**src/design/hll_pkg.sv**
```systemverilog
package hll_pkg;

    localparam int HASH_W    = 64;
    localparam int RANK_W    = 6;
    localparam int BKT_OUT_W = 11;
    localparam int SUM_OUT_W = 59;
    localparam int CNT_OUT_W = 12;
    localparam int M_TDATA_W = 96;

    // Result word, first field in the highest bits.
    typedef struct packed {
        logic [CNT_OUT_W-1:0] empty_count;
        logic [SUM_OUT_W-1:0] harmonic_sum;
        logic                 rank_raised;
        logic [RANK_W-1:0]    new_rank;
        logic [BKT_OUT_W-1:0] bucket_index;
    } result_t;

    localparam int RES_W = $bits(result_t);
    localparam int PAD_W = M_TDATA_W - RES_W;

endpackage

```
**src/design/hll_front.sv**
```systemverilog
module hll_front #(
    parameter int BUCKET_BITS = 11
) (
    input  logic                       s_tvalid,
    output logic                       s_tready,
    input  logic [hll_pkg::HASH_W-1:0] s_tdata,
    input  logic                       queue_full,
    input  logic                       clearing,
    output logic                       push,
    output logic [BUCKET_BITS-1:0]     push_bucket,
    output logic [hll_pkg::RANK_W-1:0] push_rank
);

    localparam int REST_W = hll_pkg::HASH_W - BUCKET_BITS;

    logic [hll_pkg::HASH_W-1:0] rest;
    logic [7:0]                 chunk_nz;
    logic [2:0]                 chunk_lz [8];
    logic [5:0]                 zeros;
    logic [6:0]                 rank_wide;

    // Leading-zero count in two levels: within each byte, then across bytes.
    always_comb begin
        rest = s_tdata << BUCKET_BITS;
        for (int c = 0; c < 8; c++) begin
            chunk_nz[c] = |rest[c*8 +: 8];
            chunk_lz[c] = 3'd0;
            for (int b = 0; b < 8; b++) begin
                if (rest[c*8+b]) begin
                    chunk_lz[c] = 3'(7 - b);
                end
            end
        end
        zeros = 6'd0;
        for (int c = 0; c < 8; c++) begin
            if (chunk_nz[c]) begin
                zeros = {3'(7 - c), chunk_lz[c]};
            end
        end
        if (rest == '0) begin
            rank_wide = 7'(REST_W + 1);
        end else begin
            rank_wide = {1'b0, zeros} + 7'd1;
        end
    end

    assign s_tready    = !queue_full && !clearing;
    assign push        = s_tvalid && s_tready;
    assign push_bucket = s_tdata[hll_pkg::HASH_W-1 -: BUCKET_BITS];
    assign push_rank   = rank_wide[hll_pkg::RANK_W-1:0];

endmodule

```
**config.mk**
```make
export PLATFORM = sky130hd
export DESIGN_NAME = hll_front
export DESIGN_NICKNAME = d
export VERILOG_FILES = /design/src/design/hll_pkg.sv /design/src/design/hll_front.sv
export SDC_FILE = /design/constraint.sdc
export NUM_CORES = 1
export LEC_CHECK = 0
export ABC_AREA = 1
export BUFFER_PORTS_ARGS = -buffer_cell sky130_fd_sc_hd__buf_4
export CAP_MARGIN = 40
export CORE_MARGIN = 3
export CORE_UTILIZATION = 35
export DETAILED_ROUTE_END_ITERATION = 10
export PLACE_DENSITY = 0.75
export SLEW_MARGIN = 5
export SYNTH_ARGS = -nofsm -noshare
export SYNTH_HDL_FRONTEND = slang
export SYNTH_SLANG_ARGS = --single-unit
```
**constraint.sdc**
```tcl
create_clock -name vclk -period 2.92
set_input_delay 0.584 -clock vclk [all_inputs]
set_output_delay 0.584 -clock vclk [all_outputs]
set_load 0.02 [all_outputs]
```
==> flow_metrics.tcl, run 1 <==
set metrics [dict create \
    path_class "in -> out" \
    syn-cell-area_mm2 0.00100 \
    syn_nets 273 \
    drive_above_1_share_pct 44.2 \
    start_util_pct 38.5 \
    crit_buf_inv 3 \
    slowest_stage "or2_4" \
    endpoint_kind "output port" \
    seq_cell_count 0 \
    final-setup-viol-count 2 \
    grt_util_met3_pct 1.09 \
    synth-seq-area-share_pct 0 \
    ys_types 29 \
    start_kind "input pin" \
    cp.arrival_ns 2.37 \
    drt_pass1_iterations 4 \
    grt_start_max_net_pins 6 \
    crit_top_cell "nand2_1" \
    grt.busiest_layer "met2" \
    powerDensity_mw_per_mm2 98.9 \
    cp_slowest_stage_delay_ns 0.25 \
    timing.setup.tns_ns -0.0467 \
    drt_first_iter_violations 51 \
    dp_hpwl_um 2300 \
    p_int_w 0.0000891 \
    final_util_pct 62.4 \
    drc 0 \
    port_buffers 64 \
    switchingPower_w 0.0000721 \
    ant_nets 0 \
    pwr-share-clk_pct 0 \
    avgSynthCellArea_um2 4.90 \
    place.gp.congestion 0.796 \
    met2_usage_pct 25.4 \
    clkbuf_count 0 \
    yosysWarnings 0 \
    clock.fmax_mhz 339 \
    grt_remaining_overflow 0 \
    leakagePower_nw 0.856 \
    p_comb_share_pct 100.0 \
    worstPathRequired_ns 2.34 \
    layout_common_cells "73 x buf_4, 50 x nand2_1, 30 x inv_1, 27 x nor2_1, 12 x inv_2" \
    area_growth_pct 62.1 \
    rows 18 \
    setup_slack_ns -0.0331 \
    nets 344 \
    critical-path-top-delay-family "simple AND/OR/NAND/NOR gates" \
    slew_headroom_pct 77.4 \
    final_common_cell "buf_4" \
    routed_wl_um 2850 \
    drv_slew 0 \
    post_drt_wl_per_cell_um 9.36 \
    grt_pass1_wl_um 4230 \
    antenna_found_initial 0 \
    tightest_slew_ns 0.336 \
    status "complete, but fails checks" \
    dieWidth_um 59.6 \
    core-area_mm2 0.00261 \
    dp_slack_ns -0.0872 \
    fp.dieH_um 59.6 \
    antenna_cells 0 \
    path_cells "buf_6, or2_4, nor3_4, nand3_2, nor2_2, nand2_1, nand2_1, nand2_1, a21oi_2, inv_2, ha_4, or2_1, nand3_2, buf_6" \
    period_minus_slack_ns 2.95 \
    min_path_type "in -> out" \
    fillers 269 \
    hp-start "s_tdata[56]" \
    cap_violations 0 \
    violations "negative setup slack" \
    hold_ws_ns 1.17 \
    synth_cells 205 \
    design.die.area_mm2 0.00355 \
    hold_violations 0 \
    grt_pass1_vias 1126 \
    p_seq_share_pct 0 \
    grtUsageTotal_pct 14.2 \
    cp-startpoint "s_tdata[34]" \
    vdd_drop_max_uv 73.2 \
    boundaryPins 86 \
    ff_latch_area_um2 0 \
    num_vias 1419 \
    finalCritPeriodShare_pct 101 \
    rsz0062_at_grt "yes" \
    cts_hold_buffers 0 \
    switching_share_pct 44.7 \
    worstPathMaxFanout 4 \
    viasPerCell 4.67 \
    gr-usage-met1_pct 19.3 \
]
[power groups by stage]
stage | clock, W | combinational, W | sequential (W)
global placement | 0 | 0.000149 | 0
global route | 0 | 0.000179 | 0
detailed placement | 0 | 0.000151 | 0
finish | 0 | 0.000161 | 0
floorplan | 0 | 0.0000836 | 0
CTS | 0 | 0.000157 | 0
[cell usage after synthesis (3+ instances only)]
library cell	n	area share, %
nand2_1	52	19
nor2_2	7	4.4
inv_2	9	3.4
buf_4	11	8.2
nor2_1	27	10
inv_1	33	12
o21ai_0	4	2.0
clkinv_1	3	1.1
nor3_1	5	2.5
a21oi_1	12	6.0
nand3_1	12	6.0
nand2_2	3	1.9
o21ai_1	4	2.0
nor2_4	3	3.4
o21bai_1	3	2.2
[stage by stage]
step / power (W) / area (um^2) / cells
global route: 0.000179 / 1630 / 304
global placement: 0.000149 / 1530 / 300
CTS: 0.000157 / 1580 / 302
floorplan: 0.0000836 / 1000 / 205
detailed placement: 0.000151 / 1530 / 300
finish: 0.000161 / 1630 / 304
[cell families (layout without fill, tap and decap cells)]
group / count (synthesis) / in the layout / synth area share [%]
AO/OA/AOI/OAI: 27 / 27 / 15.3
adder cells (fa/ha/maj): 1 / 1 / 1.25
buffers and inverters: 56 / 125 / 25.0
AND/OR/NAND/NOR: 121 / 121 / 58.4
[worst paths after layout]
check	end	cells after the start
worst max-delay path	push_rank[2]	14
worst min-delay path	push_bucket[3]	0
[area by class of cell]
cell class | instances | area (um^2) | share of cell area [%]
inverter | 45 | 169 | 10.4
multi-input combinational | 149 | 796 | 48.8
tap | 30 | 37.5 | 2.30
timing repair buffer | 80 | 627 | 38.5
[routing by layer]
metal / up-vias / share of wire, %
met5: - / 0
met4: 0 / 0.14
met3: 2 / 8.6
met2: 44 / 48
met1: 607 / 43
li1: 766 / -
[timing repair]
| item | 4_1_cts | 5_1_grt |
|---|---|---|
| setup buffers | 2 | 2 |
| gates cloned | 0 | 0 |
| setup endpoints to repair | 3 | 5 |
| pin swaps | 3 | 13 |
| gates resized for setup | 10 | 10 |
Power figures use the tool's default switching activity.
==> inputs of run 2 (changes only) <==
--- a/config.mk
+++ b/config.mk
@@ -9,4 +9,5 @@
 export BUFFER_PORTS_ARGS = -buffer_cell sky130_fd_sc_hd__buf_4
 export CAP_MARGIN = 40
+export CORE_ASPECT_RATIO = 1.1
 export CORE_MARGIN = 3
 export CORE_UTILIZATION = 35
==> constraint.sdc (replaced) <==
create_clock -name vclk -period 2.92
set_input_delay 0.292 -clock vclk [all_inputs]
set_output_delay 0.292 -clock vclk [all_outputs]
set_load 0.02 [all_outputs]
==> run 2 against run 1 <==
- the flow now finishes without violations
- via count decreased by 8.5%
- sequential cell count unchanged
- worst setup slack better by 0.51 ns
- first-iteration DRC count down 2.0%
- non-clock buffer count fell by 16
- critical endpoint unchanged
==> flow_metrics.tcl, run 2 (same netlist as run 1, synthesis figures left out) <==
set metrics [dict create \
    status "completed" \
    start_util_pct 38.4 \
    ff_latch_area_um2 0 \
    grt.busiest_layer "met2" \
    grt_start_max_net_pins 7 \
    antenna_cells 0 \
    drt_first_iter_violations 50 \
    cp.arrival_ns 2.15 \
    dieWidth_um 57.1 \
    seq_cell_count 0 \
    dp_hpwl_um 2230 \
    post_drt_wl_per_cell_um 8.38 \
    clkbuf_count 0 \
    grt_pass1_vias 1148 \
    start_kind "input pin" \
    final-setup-viol-count 0 \
    setup_slack_ns 0.473 \
    timing.setup.tns_ns 0 \
    slew_headroom_pct 75.6 \
    dp_slack_ns 0.471 \
    fp.dieH_um 62.2 \
    min_path_type "in -> out" \
    routed_wl_um 2420 \
    powerDensity_mw_per_mm2 99.8 \
    hold_violations 0 \
    tightest_slew_ns 0.363 \
    design.die.area_mm2 0.00355 \
    grt_remaining_overflow 0 \
    area_growth_pct 43.5 \
    period_minus_slack_ns 2.45 \
    port_buffers 64 \
    antenna_found_initial 0 \
    worstPathMaxFanout 5 \
    rsz0062_at_grt "no" \
    drv_slew 0 \
    path_class "in -> out" \
    gr-usage-met1_pct 18.3 \
    grtUsageTotal_pct 13.2 \
    place.gp.congestion 0.786 \
    num_vias 1299 \
    rows 19 \
    placed_area_mm2 0.00144 \
    finalCritPeriodShare_pct 83.8 \
    worstPathRequired_ns 2.63 \
    clock.fmax_mhz 409 \
    cts_resized 0 \
    grt_pass1_wl_um 4260 \
    cap_violations 0 \
    post-route-cell-area_mm2 0.00144 \
    power_w 0.000144 \
    cts_hold_buffers 0 \
    drc 0 \
    met2_usage_pct 23.0 \
    endpoint_kind "output port" \
    drive_above_1_share_pct 36.0 \
    ant_nets 0 \
    boundaryPins 86 \
    postCtsSetupBuffers 0 \
    grt_util_met3_pct 1.04 \
    nets 328 \
    drt_pass1_iterations 4 \
    viasPerCell 4.49 \
    final_util_pct 55.1 \
    layout_common_cells "64 x buf_4, 52 x nand2_1, 33 x inv_1, 27 x nor2_1" \
    core-area_mm2 0.00262 \
    final_common_cell "buf_4" \
    vdd_drop_max_uv 90.3 \
    leakagePower_nw 0.767 \
]
## run 2: layout make-up
type,count,area [um^2]
Fill cell,295,1170
Multi-Input combinational cell,149,753
Timing Repair Buffer,64,480
Inverter,45,169
Tap cell,31,38.8
## run 2: worst paths after layout
path                  slack, ns         from  depth (start not counted)        endpoint
worst max-delay path       0.47  s_tdata[33]                         14    push_rank[2]
worst min-delay path       0.58  s_tdata[55]                          0  push_bucket[2]
## run 2: through the flow
stage | hold slack [ns] | cells
after CTS | 0.584 | 289
after floorplan | 0.659 | 205
after global routing | 0.584 | 289
after global placement | 0.584 | 289
after detailed placement | 0.584 | 289
final | 0.584 | 289
## run 2: metal layers
layer  part of all wire, %  wire, um
met2                    46      1110
met5                     0         0
met3                   6.9       167
met4                     0         0
met1                    47      1140
## run 2: power breakdown
part           internal (W)  switching, W  leakage (nW)
clock                     0             0             0
sequential                0             0             0
combinational     0.0000785     0.0000653         0.767
## run 2: critical path: stages
cell	delay (ns)
buf_4	0.11
or2_4	0.25
nor3_4	0.13
nand3_2	0.14
nor2_2	0.17
nand2_1	0.07
nand2_1	0.06
nand2_1	0.06
a21oi_2	0.16
inv_1	0.06
ha_1	0.23
or2_1	0.23
nand3_1	0.07
buf_4	0.14
