### src/design/hll_fifo.sv
module hll_fifo #(
    parameter int WIDTH = 17,
    parameter int DEPTH = 4
) (
    input  logic             aclk,
    input  logic             aresetn,
    input  logic             push,
    input  logic [WIDTH-1:0] din,
    input  logic             pop,
    output logic [WIDTH-1:0] dout,
    output logic             full,
    output logic             empty
);

    localparam int AW = $clog2(DEPTH);

    logic [WIDTH-1:0] mem_reg [DEPTH];
    logic [AW-1:0]    wr_ptr_reg, wr_ptr_next;
    logic [AW-1:0]    rd_ptr_reg, rd_ptr_next;
    logic [AW:0]      cnt_reg, cnt_next;

    always_comb begin
        wr_ptr_next = wr_ptr_reg;
        rd_ptr_next = rd_ptr_reg;
        cnt_next    = cnt_reg;
        if (push) begin
            wr_ptr_next = (wr_ptr_reg == AW'(DEPTH - 1)) ? '0 : wr_ptr_reg + AW'(1);
        end
        if (pop) begin
            rd_ptr_next = (rd_ptr_reg == AW'(DEPTH - 1)) ? '0 : rd_ptr_reg + AW'(1);
        end
        if (push && !pop) begin
            cnt_next = cnt_reg + (AW+1)'(1);
        end else if (pop && !push) begin
            cnt_next = cnt_reg - (AW+1)'(1);
        end
    end

    always_ff @(posedge aclk) begin
        if (!aresetn) begin
            wr_ptr_reg <= '0;
            rd_ptr_reg <= '0;
            cnt_reg    <= '0;
        end else begin
            wr_ptr_reg <= wr_ptr_next;
            rd_ptr_reg <= rd_ptr_next;
            cnt_reg    <= cnt_next;
        end
    end

    always_ff @(posedge aclk) begin
        if (push) begin
            mem_reg[wr_ptr_reg] <= din;
        end
    end

    assign dout  = mem_reg[rd_ptr_reg];
    assign full  = (cnt_reg == (AW+1)'(DEPTH));
    assign empty = (cnt_reg == '0);

endmodule

### config.mk
export PLATFORM = sky130hd
export DESIGN_NAME = hll_fifo
export DESIGN_NICKNAME = d
export VERILOG_FILES = /design/src/design/hll_fifo.sv
export SDC_FILE = /design/constraint.sdc
export NUM_CORES = 1
export LEC_CHECK = 0
export BUFFER_PORTS_ARGS = -buffer_cell sky130_fd_sc_hd__buf_2
export CAP_MARGIN = 10
export CORE_MARGIN = 4
export CORE_UTILIZATION = 59
export CTS_BUF_LIST = sky130_fd_sc_hd__clkbuf_4
export DETAILED_ROUTE_END_ITERATION = 12
export PLACE_DENSITY = 0.92
export SLEW_MARGIN = 20
export SYNTH_ARGS = -nofsm -noshare
export SYNTH_HDL_FRONTEND = slang
export SYNTH_SLANG_ARGS = --single-unit
### constraint.sdc
create_clock -name aclk -period 1.81 [get_ports aclk]
set_input_delay 0.0905 -clock aclk [delete_from_list [all_inputs] [get_ports aclk]]
set_output_delay 0.0905 -clock aclk [all_outputs]
set_load 0.02 [all_outputs]
==> results.sh, run 1 <==
export IMPL_dp_cells=239
export IMPL_layout_commonest_cell="edfxtp_1"
export IMPL_cp_data_required_time_ns=1.72
export IMPL_async_flop_share=0
export IMPL_synth_cells=133
export IMPL_grt_overflow_total=0
export IMPL_ant_nets=0
export IMPL_fin_skew_ns=0.0151
export IMPL_worst_path_max_delay_cell="mux4_2"
export IMPL_io_pins=40
export IMPL_dieWidth_um=78.7
export IMPL_cp_start_kind="register"
export IMPL_place_detailed_hpwl_mm=3.28
export IMPL_cts_tree="yes"
export IMPL_synth_top_family_by_area="multiplexers"
export IMPL_avgSynthCellArea_sq_um=22.2
export IMPL_drv_slew=0
export IMPL_max_vdd_ir_drop_mv=0.791
export IMPL_cts_sinks=77
export IMPL_firstDrtPassIters=4
export IMPL_leakagePower_nw=1.30
export IMPL_worst_path_stages=3
export IMPL_critPathCaptureType="primary output"
export IMPL_drt_iter0_drc=105
export IMPL_port_buffers=39
export IMPL_root_buffer="clkbuf_4"
export IMPL_grt_max_degree=18
export IMPL_synth_main_ff_cell="edfxtp_1"
export IMPL_grt_pass1_vias=1632
export IMPL_power_total_mw=3.64
export IMPL_fmax_mhz=556
export IMPL_crit_buf_inv=2
export IMPL_synth_mux_area_frac=0.152
export IMPL_fin_crit_sh=0.995
export IMPL_synth_xor_area_frac=0.00594
export IMPL_synthToLayoutAreaGrowth_pct=24.0
export IMPL_layout_common_cells="68 x edfxtp_1, 27 x buf_2, 18 x dlygate4sd3_1"
export IMPL_fin_nets=231
export IMPL_rsz0062_at_grt="true"
export IMPL_synth_adder_area_share=0.0322
export IMPL_power_density_mw_per_mm2=994
export IMPL_placement_rows=25
export IMPL_cpPeakStageDelay_ns=0.56
export IMPL_place_congestion=0.683
export IMPL_max_cap_violations=0
export IMPL_path_class="register to primary output"
export IMPL_arrival_ns=1.71
export IMPL_netlist_area_sq_mm=0.00295
export IMPL_finalCoreUtilization=0.764
export IMPL_syn_num_nets=161
export IMPL_status="complete, no violations"
export IMPL_fin_crit_ns=1.80
export IMPL_crit_family="multiplexers"
export IMPL_hold_viol=0
export IMPL_final_cells=275
export IMPL_hp_class="input port to register"
export IMPL_tightestPinTransition_ns=0.864
export IMPL_ctsHtreeMaxLevel=3
export IMPL_grt_usage=0.197
export IMPL_slew_headroom=0.424
export IMPL_route_detailed_drc=0
export IMPL_worstPathCellList="buf_12 > mux4_2 > buf_6"
export IMPL_largest_reg_flops=68
export IMPL_ys_warn_count=0
export IMPL_core_sq_mm=0.00479
export IMPL_r2r_cells=3
export IMPL_whs_ns=0.0308
export IMPL_viasPerCell=5.44
export IMPL_path_clk_slew_ns=0.12
export IMPL_synth_simple_area_share=0.0305
export IMPL_die_h_um=78.7
export IMPL_diodes=0
export IMPL_post_drt_wl_per_cell_um=19.8
export IMPL_vias=1495
export IMPL_grt_pass1_wl_mm=8.56
export IMPL_synth_edf_count=68
export IMPL_yosys_cell_types_count=22
export IMPL_antenna_found_initial=0
export IMPL_drive_above_1_share=0.380
export IMPL_ys_ff_latch=77
export IMPL_cts_buffer_depth=2
export IMPL_clock_latency_ns=0.42
export IMPL_path_max_fanout=5
export IMPL_setup_viol=0
export IMPL_yosysSeqAreaShare=0.753
export IMPL_routed_wl_mm=5.45
export IMPL_dieArea_sq_mm=0.00620
export IMPL_cts_buffers=9
export IMPL_hold_depth=3
export IMPL_synth_compound_area_share=0.00679
export IMPL_start_util=0.616
-- synth_stat cells (2+ instances only) --
cell type  instances  share of area
mux4_2            10          0.076
mux2i_1            4          0.014
buf_2              2         0.0034
nor3_1             2         0.0034
and2_1             5          0.011
inv_1              4         0.0051
dfxtp_1            9          0.061
ha_1               6          0.025
nor2b_1            5          0.011
edfxtp_1          68           0.69
mux4_1             7          0.062
-- worst paths after layout --
check | startpoint | end | slack [ns]
worst min register to register | cnt_reg[2]$_SDFFE_PN0P_ | cnt_reg[2]$_SDFFE_PN0P_ | 0.54
worst min-delay path | pop | register | 0.03
worst max-delay path | register | dout[2] | 0.01
worst max register to register | wr_ptr_reg[0]$_SDFFE_PN0P_ | mem_reg[2][12]$_DFFE_PP_ | 0.16
-- kinds of logic (layout without fill, tap and decap cells) --
group / Yosys count / in the layout
DFF: 77 / 77
adders and majority gates: 7 / 7
AOI/OAI and AO/OA: 3 / 3
and+or+nand+nor: 15 / 15
muxes: 21 / 21
buffers and inverters: 8 / 83
xor gates and xnor gates: 2 / 2
-- worst reg2reg max path, stage by stage, from the launching register on --
cell and delay (ns):
dfxtp_1 0.37, inv_1 0.09, ha_1 0.13, and2_1 0.69
-- where the power goes --
group,switching [mW],internal [mW],total (mW)
Combinational,0.259,0.261,0.520
Clock,0.597,0.448,1.04
Sequential,0.0455,2.03,2.07
Total,0.901,2.74,3.64
-- per-stage QoR --
stage | area (sq um) | setup WS [ns] | setup TNS [ns]
after CTS | 3600 | -0.0231 | -0.0494
after global placement | 3230 | 0.243 | 0
final | 3660 | 0.00993 | 0
after detailed placement | 3230 | 0.155 | 0
after floorplan | 2950 | 0.400 | 0
after global routing | 3660 | -0.0340 | -0.243
-- final cells by class --
type,count,area (sq um)
Clock buffer,10,75.1
Clock inverter,6,71.3
Fill cell,259,1130
Inverter,4,15.0
Multi-Input combinational cell,48,646
Sequential cell,77,2230
Tap cell,67,83.8
Timing Repair Buffer,63,542
-- per-layer routing --
metal,vias up,routed length (um),track usage,part of all wire
met1,742,2160,0.244,0.40
li1,680,-,-,-
met2,59,2830,0.321,0.52
met5,-,0,0,0
met4,0,147,0.101,0.027
met3,14,311,0.0522,0.057
-- what timing repair did --
action,CTS,global route
gates resized for setup,8,25
cloned,1,1
endpoints found under the hold margin,77,0
buffers inserted,0,0
hold buffers,18,0
endpoints found under the setup margin,6,10
(Power assumes the default switching activity.)
==> run 2: changes to the inputs <==
--- a/config.mk
+++ b/config.mk
@@ -5,13 +5,14 @@
 export SDC_FILE = /design/constraint.sdc
 export NUM_CORES = 1
 export LEC_CHECK = 0
+export ABC_AREA = 1
 export BUFFER_PORTS_ARGS = -buffer_cell sky130_fd_sc_hd__buf_2
 export CAP_MARGIN = 10
 export CORE_MARGIN = 4
-export CORE_UTILIZATION = 59
+export CORE_UTILIZATION = 24
 export CTS_BUF_LIST = sky130_fd_sc_hd__clkbuf_4
 export DETAILED_ROUTE_END_ITERATION = 12
-export PLACE_DENSITY = 0.92
+export PLACE_DENSITY = 0.51
 export SLEW_MARGIN = 20
 export SYNTH_ARGS = -nofsm -noshare
 export SYNTH_HDL_FRONTEND = slang
==> results.sh, run 2 <==
export IMPL_grt_pass1_wl_mm=9.90
export IMPL_dieArea_sq_mm=0.0145
export IMPL_place_detailed_hpwl_mm=4.01
export IMPL_antenna_found_initial=0
export IMPL_path_class="register to primary output"
export IMPL_synthTopCellsByArea="edfxtp_1 67%, dfxtp_1 5.9%, nor2_1 5.2%"
export IMPL_layout_commonest_cell="edfxtp_1"
export IMPL_preCtsSetupSlack_ns=0.375
export IMPL_drive_above_1_share=0.264
export IMPL_intPower_mw=2.64
export IMPL_fin_crit_sh=0.919
export IMPL_hold_viol=0
export IMPL_io_pins=40
export IMPL_grt_max_degree=35
export IMPL_synth_common_cells="68 x edfxtp_1, 42 x nor2_1, 17 x o22ai_1, 14 x inv_1, 14 x o21ai_0"
export IMPL_critPathCaptureType="primary output"
export IMPL_dieWidth_um=121
export IMPL_arrival_ns=1.57
export IMPL_finalSetupTns_ns=0
export IMPL_final_cells=463
export IMPL_drv_slew=0
export IMPL_viasPerCell=4.03
export IMPL_switchingPower_mw=0.944
export IMPL_synth_main_ff_cell="edfxtp_1"
export IMPL_tightestPinTransition_ns=0.300
export IMPL_cts_tree="yes"
export IMPL_layout_common_cells="68 x edfxtp_1, 42 x nor2_1, 39 x buf_2"
export IMPL_finalCoreUtilization=0.307
export IMPL_largest_reg_flops=68
export IMPL_hp_class="input port to register"
export IMPL_grt_overflow_total=0
export IMPL_p_clk_frac=0.283
export IMPL_fin_nets=318
export IMPL_whs_ns=0.0316
export IMPL_routed_wl_mm=6.25
export IMPL_combPwrFrac=0.142
export IMPL_grt_pass1_vias=1987
export IMPL_fmax_mhz=601
export IMPL_route_detailed_drc=0
export IMPL_drt_iter0_drc=114
export IMPL_yosys_cell_types_count=21
export IMPL_yosys_area_top_type="edfxtp_1"
export IMPL_ant_nets=0
export IMPL_cp_data_required_time_ns=1.72
export IMPL_post_drt_wl_per_cell_um=13.5
export IMPL_synth_xor_area_frac=0.00288
export IMPL_synth_top_area_frac=0.672
export IMPL_yosysSeqAreaShare=0.731
export IMPL_slew_headroom=0.800
export IMPL_cts_setup_buffers=0
export IMPL_ys_warn_count=0
export IMPL_path_clk_slew_ns=0.12
export IMPL_synth_edf_count=68
export IMPL_cts_buffers=9
export IMPL_synth_adder_area_share=0.0313
export IMPL_root_buffer="clkbuf_4"
export IMPL_start_util=0.249
export IMPL_synth_compound_area_share=0.113
export IMPL_avgSynthCellArea_sq_um=13.6
export IMPL_vias=1865
export IMPL_port_buffers=39
export IMPL_cp_start_kind="register"
export IMPL_synthToLayoutAreaGrowth_pct=23.5
export IMPL_grt_usage=0.0904
export IMPL_die_h_um=121
export IMPL_max_vdd_ir_drop_mv=0.272
export IMPL_fin_crit_ns=1.66
export IMPL_clock_latency_ns=0.40
export IMPL_synth_top_family_by_area="compound AO/OA/AOI/OAI gates"
export IMPL_worst_slack_ns=0.147
export IMPL_firstDrtPassIters=4
export IMPL_yosysMostFrequentCell="edfxtp_1"
export IMPL_placement_rows=40
export IMPL_cts_buffer_depth=2
export IMPL_p_seq_frac=0.575
export IMPL_cts_sinks=77
export IMPL_max_cap_violations=0
export IMPL_netlist_area_sq_mm=0.00304
export IMPL_async_flop_share=0
export IMPL_core_sq_mm=0.0122
export IMPL_synth_simple_area_share=0.0720
export IMPL_status="complete, no violations"
export IMPL_switching_share=0.263
export IMPL_diodes=0
export IMPL_ctsHtreeMaxLevel=3
export IMPL_place_congestion=0.710
export IMPL_leakagePower_nw=1.39
export IMPL_setup_viol=0
export IMPL_dp_cells=429
export IMPL_power_density_mw_per_mm2=955
export IMPL_synth_mux_area_frac=0
export IMPL_path_max_fanout=34
export IMPL_synth_cells=223
export IMPL_fin_skew_ns=0.00880
export IMPL_syn_num_nets=251
export IMPL_rsz0062_at_grt="false"
export IMPL_ys_ff_latch=77
==> run 2: logic make-up after synthesis <==
logic type,Yosys count
DFF,77
AOI/OAI and AO/OA,57
and+or+nand+nor,56
buffers and inverters,25
adders and majority gates,7
xor gates and xnor gates,1
==> run 2: per-stage QoR <==
stage / power (mW) / cell area [sq um]
floorplan: 2.42 / 3040
global placement: 2.58 / 3420
detailed placement: 2.59 / 3420
CTS: 3.64 / 3740
global route: 3.77 / 3750
finish: 3.58 / 3750
==> run 2: what timing repair did <==
| item | CTS | global route |
|---|---|---|
| gates resized for setup | 4 | 2 |
| gates cloned | 0 | 0 |
| setup endpoints to repair | 10 | 2 |
| endpoints found under the hold margin | 77 | 0 |
| hold buffers | 18 | 0 |
==> run 2: layout make-up <==
type	instances	area (sq um)
Inverter	16	67.6
Multi-Input combinational cell	121	673
Clock inverter	6	63.8
Timing Repair Buffer	65	435
Fill cell	1289	8460
Sequential cell	77	2230
Clock buffer	10	75.1
Tap cell	168	210
==> run 2: final timing paths <==
| path | startpoint | to | slack (ns) | depth (start not counted) |
|---|---|---|---|---|
| max | register | dout[2] | 0.15 | 4 |
| min | push | wr_ptr_reg[1]$_SDFFE_PN0P_ | 0.03 | 3 |
| max reg2reg | wr_ptr_reg[0]$_SDFFE_PN0P_ | mem_reg[3][16]$_DFFE_PP_ | 0.48 | 4 |
| min reg2reg | wr_ptr_reg[1]$_SDFFE_PN0P_ | wr_ptr_reg[1]$_SDFFE_PN0P_ | 0.54 | 2 |
==> run 2: routing by layer <==
metal	routed length [um]	track usage
met1	2680	0.100
met2	3160	0.159
met3	289	0.0248
met4	123	0.0446
met5	0	0
==> run 2: power groups by stage <==
| stage | registers (mW) | logic, mW | clock network [mW] |
|---|---|---|---|
| floorplan | 2.09 | 0.326 | 0 |
| global placement | 2.10 | 0.484 | 0 |
| detailed placement | 2.10 | 0.491 | 0 |
| CTS | 2.06 | 0.523 | 1.05 |
| global route | 2.07 | 0.569 | 1.13 |
| finish | 2.06 | 0.509 | 1.01 |
==> run 2: worst max-delay path, cell delays in order, from the launching register on <==
cell,delay [ns]
dfxtp_2,0.38
inv_6,0.24
nor2_1,0.07
o22ai_1,0.24
buf_2,0.21
